File: config.mk
export PLATFORM = sky130hd
export DESIGN_NAME = photon_efficiency_acceptance_flat
export DESIGN_NICKNAME = d
export VERILOG_FILES = /design/src/hdl/pea_pkg.sv /design/src/hdl/pea_if.sv /design/src/hdl/photon_efficiency_acceptance.sv /design/src/hdl/pea_cell.sv /design/src/hdl/pea_div.sv /design/src/flat_wrapper.sv
export SDC_FILE = /design/constraint.sdc
export NUM_CORES = 2
export LEC_CHECK = 0
export ABC_AREA = 0
export BUFFER_PORTS_ARGS = -buffer_cell sky130_fd_sc_hd__buf_2
export CORE_UTILIZATION = 50
export CTS_BUF_LIST = sky130_fd_sc_hd__clkbuf_2
export DETAILED_ROUTE_END_ITERATION = 10
export PLACE_DENSITY = 0.67
export SLEW_MARGIN = 20
export SYNTH_ARGS = -nofsm -noshare
export SYNTH_HDL_FRONTEND = slang
export SYNTH_HIERARCHICAL = 1
export SYNTH_SLANG_ARGS = --single-unit
File: constraint.sdc
create_clock -name clk -period 11.7 [get_ports clk]
set_input_delay 2.34 -clock clk [delete_from_list [all_inputs] [get_ports clk]]
set_output_delay 2.34 -clock clk [all_outputs]
set_load 0.03 [all_outputs]
File: src/hdl/pea_pkg.sv
// Package: shared constants and types for the photon efficiency acceptance block.
package pea_pkg;

  localparam int TableDepth = 16;
  localparam int IdxW = $clog2(TableDepth);
  localparam int CntW = $clog2(TableDepth + 1);
  localparam int WlW = 16;
  localparam int EffW = 17;
  localparam int RndW = 16;
  localparam int TagW = 32;
  localparam int NumW = 34;
  localparam int DenW = 17;
  localparam int CfgW = 5;
  localparam logic [EffW-1:0] OneFixed = 17'd65536;

  typedef enum logic [1:0] {
    ST_OK    = 2'd0,
    ST_BELOW = 2'd1,
    ST_ABOVE = 2'd2,
    ST_OVER  = 2'd3
  } status_t;

  typedef enum logic {
    KIND_LOAD   = 1'b0,
    KIND_PHOTON = 1'b1
  } kind_t;

  typedef enum logic [1:0] {
    S_IDLE,
    S_SCAN,
    S_DIV,
    S_DONE
  } state_t;

  // Token carried down the scan row: best low and high so far.
  typedef struct packed {
    logic            lv;
    logic            hv;
    logic [WlW-1:0]  wl;
    logic [EffW-1:0] el;
    logic [WlW-1:0]  wh;
    logic [EffW-1:0] eh;
  } scan_tok_t;

  // Input item.
  typedef struct packed {
    logic            kind;
    logic [3:0]      entry_index;
    logic [WlW-1:0]  entry_wavelength;
    logic [EffW-1:0] entry_efficiency;
    logic [WlW-1:0]  photon_wavelength;
    logic [RndW-1:0] random_value;
    logic [TagW-1:0] hit_tag;
  } in_item_t;

  // Result item.
  typedef struct packed {
    logic            accepted;
    logic [1:0]      status;
    logic [EffW-1:0] efficiency_used;
    logic [TagW-1:0] tag_out;
  } out_item_t;

endpackage

File: src/hdl/pea_if.sv
// Interfaces: valid/ready channels for input and result items.
interface pea_in_if import pea_pkg::*; ();
  logic     valid;
  logic     ready;
  in_item_t data;
  modport source (output valid, output data, input ready);
  modport sink (input valid, input data, output ready);
endinterface

interface pea_out_if import pea_pkg::*; ();
  logic      valid;
  logic      ready;
  out_item_t data;
  modport source (output valid, output data, input ready);
  modport sink (input valid, input data, output ready);
endinterface

File: src/hdl/photon_efficiency_acceptance.sv
// Top level: table of scan cells, weighted-mean divider and result register.
// Load item: written into its table entry, no result.
// Photon item: table scan, multiply setup, divide and finishing steps, in that order;
// the divide is skipped on range errors or zero weight.
// Input is not taken while a photon is in work or its result waits, so output stalls hold input too.
// Reset (rst, synchronous) clears entries_in_use and control; table is not cleared.
module photon_efficiency_acceptance import pea_pkg::*; (
  input  logic            clk,
  input  logic            rst,
  input  logic            cfg_we,
  input  logic [CfgW-1:0] cfg_wdata,
  pea_in_if.sink          in_ch,
  pea_out_if.source       out_ch
);

  state_t          state, state_next;
  logic [CfgW-1:0] entries_in_use;
  logic [CntW-1:0] n_used;
  logic [IdxW-1:0] pos;
  logic [WlW-1:0]  photon;
  logic [RndW-1:0] rnd;
  logic [TagW-1:0] tag;
  scan_tok_t       tok;
  scan_tok_t       cell_out [TableDepth];
  scan_tok_t       tok_sel;
  logic            mul_phase;
  logic [NumW-1:0] prod_l, prod_h;
  logic            div_start, div_busy, div_rem_nz;
  logic [NumW-1:0] div_quo, num;
  logic [DenW-1:0] den;
  out_item_t       res;
  out_item_t       res_next;
  logic            res_valid;
  logic            in_fire, photon_fire, last_pos;
  logic [EffW:0]   half_sum;

  assign in_fire     = in_ch.valid && in_ch.ready;
  assign photon_fire = in_fire && (in_ch.data.kind == KIND_PHOTON);
  assign in_ch.ready = (state == S_IDLE) && !res_valid;
  assign out_ch.valid = res_valid;
  assign out_ch.data  = res;
  assign last_pos    = (pos == IdxW'(TableDepth - 1));

  // Clamp entry count to the table depth
  always_comb begin
    if (entries_in_use > CfgW'(TableDepth)) n_used = CntW'(TableDepth);
    else n_used = CntW'(entries_in_use);
  end

  // Config register
  always_ff @(posedge clk) begin
    if (rst) entries_in_use <= '0;
    else if (cfg_we) entries_in_use <= cfg_wdata;
  end

  // Row of cells; token passes one cell per cycle, the active cell is pos
  for (genvar g = 0; g < TableDepth; g++) begin : g_cell
    pea_cell u_cell (
      .clk    (clk),
      .wr     (in_fire && in_ch.data.kind == KIND_LOAD
               && {1'b0, in_ch.data.entry_index} < 5'(TableDepth)
               && in_ch.data.entry_index[IdxW-1:0] == IdxW'(g)),
      .wr_wl  (in_ch.data.entry_wavelength),
      .wr_eff (in_ch.data.entry_efficiency),
      .active (state == S_SCAN && pos == IdxW'(g) && CntW'(g) < n_used),
      .photon (photon),
      .tok_in (tok),
      .tok_out(cell_out[g])
    );
  end
  assign tok_sel = cell_out[pos];

  // Next state
  always_comb begin
    state_next = state;
    case (state)
      S_IDLE:  if (photon_fire) state_next = S_SCAN;
      S_SCAN:  if (last_pos) state_next = S_DIV;
      S_DIV:   if (!mul_phase && !div_start && !div_busy) state_next = S_DONE;
      S_DONE:  state_next = S_IDLE;
      default: state_next = S_IDLE;
    endcase
  end

  always_ff @(posedge clk) begin
    if (rst) state <= S_IDLE;
    else state <= state_next;
  end

  // Divider operands
  assign num = prod_l + prod_h;
  assign den = DenW'({1'b0, tok.wl} + {1'b0, tok.wh});
  assign half_sum = ({1'b0, tok.el} + {1'b0, tok.eh});

  // Result item from the final token and the quotient
  always_comb begin
    res_next = '0;
    res_next.tag_out = tag;
    if (!tok.lv) begin
      res_next.status = ST_BELOW;
    end else if (!tok.hv) begin
      res_next.status = ST_ABOVE;
    end else if (den == '0) begin
      res_next.efficiency_used = half_sum[EffW:1];
      if (half_sum[EffW:1] > OneFixed) begin
        res_next.status = ST_OVER;
      end else begin
        res_next.status   = ST_OK;
        res_next.accepted = (half_sum[EffW:1] >= {1'b0, rnd});
      end
    end else begin
      res_next.efficiency_used = div_quo[EffW-1:0];
      if (div_quo > NumW'(OneFixed) || (div_quo == NumW'(OneFixed) && div_rem_nz))
      begin
        res_next.status = ST_OVER;
      end else begin
        res_next.status   = ST_OK;
        res_next.accepted = (div_quo[EffW-1:0] >= {1'b0, rnd});
      end
    end
  end

  // Scan, multiply, divide sequencing
  always_ff @(posedge clk) begin
    if (rst) begin
      pos       <= '0;
      mul_phase <= 1'b0;
      div_start <= 1'b0;
      res_valid <= 1'b0;
    end else begin
      div_start <= (state == S_DIV) && mul_phase && tok.lv && tok.hv && (den != '0);
      if (out_ch.valid && out_ch.ready) res_valid <= 1'b0;
      case (state)
        S_IDLE: begin
          if (photon_fire) begin
            photon <= in_ch.data.photon_wavelength;
            rnd    <= in_ch.data.random_value;
            tag    <= in_ch.data.hit_tag;
            tok    <= '0;
            pos    <= '0;
          end
        end
        S_SCAN: begin
          tok <= tok_sel;
          pos <= pos + 1'b1;
          if (last_pos) mul_phase <= 1'b1;
        end
        S_DIV: begin
          if (mul_phase) begin
            prod_l    <= NumW'(tok.wl) * NumW'(tok.el);
            prod_h    <= NumW'(tok.wh) * NumW'(tok.eh);
            mul_phase <= 1'b0;
          end
        end
        S_DONE: begin
          res_valid <= 1'b1;
          res       <= res_next;
        end
        default: ;
      endcase
    end
  end

  pea_div u_div (
    .clk   (clk),
    .rst   (rst),
    .start (div_start),
    .num   (num),
    .den   (den),
    .busy  (div_busy),
    .quo   (div_quo),
    .rem_nz(div_rem_nz)
  );

endmodule

File: src/hdl/pea_cell.sv
// Scan cell: holds one table entry and updates the passing low/high token.
module pea_cell import pea_pkg::*; (
  input  logic            clk,
  input  logic            wr,
  input  logic [WlW-1:0]  wr_wl,
  input  logic [EffW-1:0] wr_eff,
  input  logic            active,
  input  logic [WlW-1:0]  photon,
  input  scan_tok_t       tok_in,
  output scan_tok_t       tok_out
);

  logic [WlW-1:0]  wl;
  logic [EffW-1:0] eff;

  // Entry storage
  always_ff @(posedge clk) begin
    if (wr) begin
      wl  <= wr_wl;
      eff <= wr_eff;
    end
  end

  // Low takes priority over high, as in the scan rule
  always_comb begin
    tok_out = tok_in;
    if (active) begin
      if (wl <= photon && (!tok_in.lv || tok_in.wl < wl)) begin
        tok_out.lv = 1'b1;
        tok_out.wl = wl;
        tok_out.el = eff;
      end else if (photon <= wl && (!tok_in.hv || wl < tok_in.wh)) begin
        tok_out.hv = 1'b1;
        tok_out.wh = wl;
        tok_out.eh = eff;
      end
    end
  end

endmodule

File: src/hdl/pea_div.sv
// Sequential restoring divider: 34-bit numerator by 17-bit divisor.
module pea_div import pea_pkg::*; (
  input  logic            clk,
  input  logic            rst,
  input  logic            start,
  input  logic [NumW-1:0] num,
  input  logic [DenW-1:0] den,
  output logic            busy,
  output logic [NumW-1:0] quo,
  output logic            rem_nz
);

  localparam int StepW = $clog2(NumW + 1);

  logic [DenW:0]    rem;
  logic [DenW-1:0]  dvs;
  logic [StepW-1:0] steps;
  logic [DenW+1:0]  trial;
  logic [DenW:0]    shifted;

  assign shifted = {rem[DenW-1:0], quo[NumW-1]};
  assign trial   = {1'b0, shifted} - {2'b00, dvs};
  assign rem_nz  = (rem != '0);

  // One quotient bit per cycle
  always_ff @(posedge clk) begin
    if (rst) begin
      busy  <= 1'b0;
      steps <= '0;
    end else if (start) begin
      busy  <= 1'b1;
      steps <= StepW'(NumW);
      quo   <= num;
      rem   <= '0;
      dvs   <= den;
    end else if (busy) begin
      if (!trial[DenW+1]) begin
        rem <= trial[DenW:0];
        quo <= {quo[NumW-2:0], 1'b1};
      end else begin
        rem <= shifted;
        quo <= {quo[NumW-2:0], 1'b0};
      end
      steps <= steps - 1'b1;
      busy  <= (steps != StepW'(1));
    end
  end

endmodule

File: src/flat_wrapper.sv
// flat-port wrapper written by rule: the top's interface ports become plain ports
module photon_efficiency_acceptance_flat import pea_pkg::*;
  (clk, rst, cfg_we, cfg_wdata, in_ch_valid, in_ch_data, in_ch_ready, out_ch_valid, out_ch_data, out_ch_ready);
  pea_in_if in_ch_i ();
  pea_out_if out_ch_i ();
  input  logic clk;
  input  logic rst;
  input  logic cfg_we;
  input  logic [CfgW-1:0] cfg_wdata;
  input wire logic [$bits(in_ch_i.valid)-1:0] in_ch_valid;
  input wire logic [$bits(in_ch_i.data)-1:0] in_ch_data;
  output wire logic [$bits(in_ch_i.ready)-1:0] in_ch_ready;
  output wire logic [$bits(out_ch_i.valid)-1:0] out_ch_valid;
  output wire logic [$bits(out_ch_i.data)-1:0] out_ch_data;
  input wire logic [$bits(out_ch_i.ready)-1:0] out_ch_ready;
  assign in_ch_i.valid = in_ch_valid;
  assign in_ch_i.data = in_ch_data;
  assign in_ch_ready = in_ch_i.ready;
  assign out_ch_valid = out_ch_i.valid;
  assign out_ch_data = out_ch_i.data;
  assign out_ch_i.ready = out_ch_ready;
  photon_efficiency_acceptance u_core (.clk(clk), .rst(rst), .cfg_we(cfg_we), .cfg_wdata(cfg_wdata), .in_ch(in_ch_i), .out_ch(out_ch_i));
endmodule
==> summary.md <==
| Metric | Value |
|---|---|
| Minimum period implied by the final worst setup slack | 7.91 ns |
| Standard-cell row count | 167 |
| # clock sinks | 868 |
| Max-Slew Margin vs Limit | 9.61% |
| Number of global-route vias before repair | 88,450 |
| Number of pins exceeding their max-slew limit in the final report | 0 |
| Run status | complete, no violations |
| Kind of launch point of the worst setup path | register |
| Portion of synthesized cell area occupied by the leading cell type | 24.3% |
| Clock skew | 0.333 ns |
| Number of buffers between clock root and the deepest sink | 4 |
| Final HPWL from detailed placement | 278 mm |
| Critical path type | reg -> reg |
| Horiz. Die Dim | 459 um |
| Library cells used by synthesis | 105 |
| Mapped Avg Cell Area | 10.7 sq um |
| Final Hold Viols | 0 |
| Post-CTS setup-driven buffer insertion count | 0 |
| Maximum number of pins on one net before global-route repair | 119 |
| Routed Wire Length | 409 mm |
| Synthesis Warnings | 6 |
| Synthesized area | 104,000 sq um |
| Fraction of the cycle the final worst path needs | 67.6% |
| Total nets after synthesis | 11,384 |
| Kind of path behind the tightest hold check | reg -> reg |
| Clock edge transition at the registers on the reported setup and hold paths | 0.11 ns |
| Ratio of cells with drive above 1 in the final layout | 24.3% |
| Detailed-routing iteration count for the pre-antenna-repair pass | 9 |
| Achievable frequency | 0.126 GHz |
| Synth cell count leaders | sky130_fd_sc_hd__nand2_1 (1,559), sky130_fd_sc_hd__ha_1 (1,070), sky130_fd_sc_hd__inv_1 (1,060) |
| Antenna violations before repair | 41 |
| GRT Util Overall | 38.1% |
| RSZ-0062 raised after global routing | no |
| Arrival time worst endpoint | 9.38 ns |
| I/O pin total | 166 |
| Leading cell types by total area after synthesis | sky130_fd_sc_hd__edfxtp_1 (24%), sky130_fd_sc_hd__ha_1 (13%), sky130_fd_sc_hd__fa_1 (8.0%) |
| Register area share after synthesis | 24.7% |
| Post-cts hold buffer count | 0 |
| Leading cell type by number of instances after synthesis | sky130_fd_sc_hd__nand2_1 |
| Biggest fanout along the worst timing path | 42 |
| Number of enable-type register cells in the synthesized netlist | 847 |
| Synthesis-to-layout area growth | 4.68% |
| Inserted Clock Buffers | 280 |
| Post-cts repair resize count | 0 |
| Count of input and output buffers | 165 |
| Final std cells w/o fill | 12,946 |
| Maximum capacitance violations | 0 |
| Setup Viol. Count Final | 0 |
| Highest ir drop seen on vdd | 604 uV |
| DR vias | 87,971 |
| Element type at the critical path end | register |
| Detail-routed net length per standard cell | 31.6 um |
| Data required time of the worst path | 13.17 ns |
| Number of nets with antenna violations after routing | 0 |
| Fin Setup TNS | 0 ns |
| Worst slew pin tran | 1.36 ns |
| Power density relative to cell area | 238 nW/um^2 |
| Global-route wire length before repair | 589 mm |
| Die ar. | 211,000 sq um |
| Cell accounting for the most synthesized area | sky130_fd_sc_hd__edfxtp_1 |
| Root Buffer | sky130_fd_sc_hd__clkbuf_2 |
| TritonCTS clock tree | built |
| Iter 0 DRT Violations | 11,368 |
| Total gr overflow | 0 |
| Reported leakage power | 46.0 nW |
| H-tree Lvls | 5 |
| Synth Flop Type | sky130_fd_sc_hd__edfxtp_1 |
| Count of unresolved DRC violations after routing | 0 |
| Clock latency on the worst-skew pair | 1.91 ns |
| Initial cell density of the core | 50.4% |
| Post-synthesis async set-or-reset flop share | 0% |
| Gp weighted congestion | 1.01 |
| Number of cells after detailed placement | 12,447 |
| Net total in the final layout | 11,544 |
| Die Ht | 459 um |
| Total core area | 207,000 sq um |
| Cell count after synthesis | 9,782 |
| Register bit total from synthesis | 868 |
| DR vias/cell | 6.80 |
[where the power goes]
group,total (mW),internal [mW],leakage [nW],switching [mW]
logic,19.0,7.76,36.3,11.2
clock network,2.63,1.08,1.88,1.54
registers,4.44,4.28,7.84,0.156
total,26.0,13.1,46.0,12.9
[critical path, stage by stage (launching register included)]
cell,delay [ns]
sky130_fd_sc_hd__edfxtp_1,1.15
sky130_fd_sc_hd__buf_4,0.67
sky130_fd_sc_hd__nand2_1,0.14
sky130_fd_sc_hd__fa_1,0.49
sky130_fd_sc_hd__fa_1,0.46
sky130_fd_sc_hd__fa_1,0.44
sky130_fd_sc_hd__fa_1,0.48
sky130_fd_sc_hd__inv_1,0.05
sky130_fd_sc_hd__fa_1,0.55
sky130_fd_sc_hd__fa_1,0.41
sky130_fd_sc_hd__ha_1,0.36
sky130_fd_sc_hd__a2111oi_0,0.40
sky130_fd_sc_hd__o21ai_0,0.20
sky130_fd_sc_hd__a211oi_1,0.38
sky130_fd_sc_hd__a211oi_1,0.18
sky130_fd_sc_hd__o21ai_0,0.43
sky130_fd_sc_hd__nor3_1,0.14
sky130_fd_sc_hd__o31a_1,0.30
sky130_fd_sc_hd__nor2_1,0.12
sky130_fd_sc_hd__xnor2_1,0.08
[per-stage QoR]
step	power (mW)	hold WS (ns)	setup slack, ns	util (%)	instance area (sq um)
finish	26.0	0.408	3.79	52.8	109000
global route	28.1	0.431	3.45	52.7	109000
global placement	22.7	0.401	4.24	51.5	107000
CTS	25.8	0.419	3.98	52.7	109000
floorplan	18.0	0.400	4.72	-	104000
detailed placement	23.0	0.405	4.14	51.5	107000
[cell usage in the layout, fill, tap and decap left out, types with 33 or more instances in the layout]
cell / Yosys / layout
sky130_fd_sc_hd__xnor2_1: 82 / 82
sky130_fd_sc_hd__mux2_4: 465 / 465
sky130_fd_sc_hd__a21o_1: 79 / 79
sky130_fd_sc_hd__buf_2: 94 / 165
sky130_fd_sc_hd__diode_2: 0 / 33
sky130_fd_sc_hd__o21ai_0: 138 / 138
sky130_fd_sc_hd__clkbuf_2: 0 / 370
sky130_fd_sc_hd__nor3_1: 45 / 39
sky130_fd_sc_hd__nand3_1: 84 / 84
sky130_fd_sc_hd__ha_1: 1070 / 1069
sky130_fd_sc_hd__edfxtp_1: 847 / 847
sky130_fd_sc_hd__buf_4: 45 / 246
sky130_fd_sc_hd__mux4_2: 340 / 340
sky130_fd_sc_hd__o211ai_2: 480 / 480
sky130_fd_sc_hd__and2_1: 323 / 323
sky130_fd_sc_hd__mux2_2: 72 / 72
sky130_fd_sc_hd__fa_1: 420 / 420
sky130_fd_sc_hd__nand2_1: 1559 / 1559
sky130_fd_sc_hd__nand2b_1: 65 / 65
sky130_fd_sc_hd__o21a_1: 95 / 80
sky130_fd_sc_hd__a211oi_1: 75 / 75
sky130_fd_sc_hd__clkinv_1: 0 / 55
sky130_fd_sc_hd__mux2_1: 45 / 45
sky130_fd_sc_hd__nand4_1: 46 / 46
sky130_fd_sc_hd__inv_1: 1060 / 1060
sky130_fd_sc_hd__a21oi_1: 378 / 378
sky130_fd_sc_hd__o211ai_1: 569 / 569
sky130_fd_sc_hd__xor2_1: 36 / 36
sky130_fd_sc_hd__mux2i_1: 45 / 45
sky130_fd_sc_hd__and3_1: 34 / 34
sky130_fd_sc_hd__nor2_1: 209 / 193
sky130_fd_sc_hd__and4_1: 48 / 48
[worst paths after layout]
kind / endpoint / slack, ns / from / depth (start not counted)
worst max-delay path: u_core/prod_h[32]$_DFFE_PP_ / 3.79 / u_core/tok[20]$_SDFFCE_PN0P_ / 19
worst max register to register: u_core/prod_h[32]$_DFFE_PP_ / 3.79 / u_core/tok[20]$_SDFFCE_PN0P_ / 19
worst min register to register: u_core/out_ch.data[31]$_DFFE_PP_ / 0.41 / u_core/tag[31]$_DFFE_PP_ / 0
worst min-delay path: u_core/out_ch.data[31]$_DFFE_PP_ / 0.41 / u_core/tag[31]$_DFFE_PP_ / 0
[registers in the layout, indices dropped and copies added, names as in the netlist, 32 cells and up]
signal and cells:
u_core/g_cell.u_cell/eff 272, u_core/tok 68, u_core/tag 32, u_core/out_ch.data 52
u_core/u_div/quo 34, u_core/prod_h 33, u_core/g_cell.u_cell/wl 256, u_core/prod_l 33
[cell type report]
class                   count  area [sq um]
fillers                 18379         97900
clock inverters            95           654
repair buffers            416          2760
multi-input cells        7316         70700
flip-flops and latches    868         25900
inverters                1060          3980
well taps                2788          3490
clock buffers             370          1850
diodes                     33          82.6
[kinds of logic (layout without fill, tap and decap cells)]
logic type / count (synthesis) / count (layout) / synth area share [%]
and+or+nand+nor: 2626 / 2626 / 12.5
AOI/OAI and AO/OA: 2115 / 2115 / 17.4
DFF: 868 / 868 / 24.7
buffers and inverters: 1598 / 1941 / 7.82
muxes: 967 / 967 / 15.7
other: 0 / 33 / 0
xor gates and xnor gates: 118 / 118 / 0.989
adders and majority gates: 1490 / 1490 / 20.9
[routing by layer]
metal	share of wire, %	global-route usage [%]
met5	0.043	0.0459
met3	13	13.3
met2	42	57.3
met4	8.6	27.1
met1	36	45.3
No activity file was read; power rests on OpenSTA's default activity.
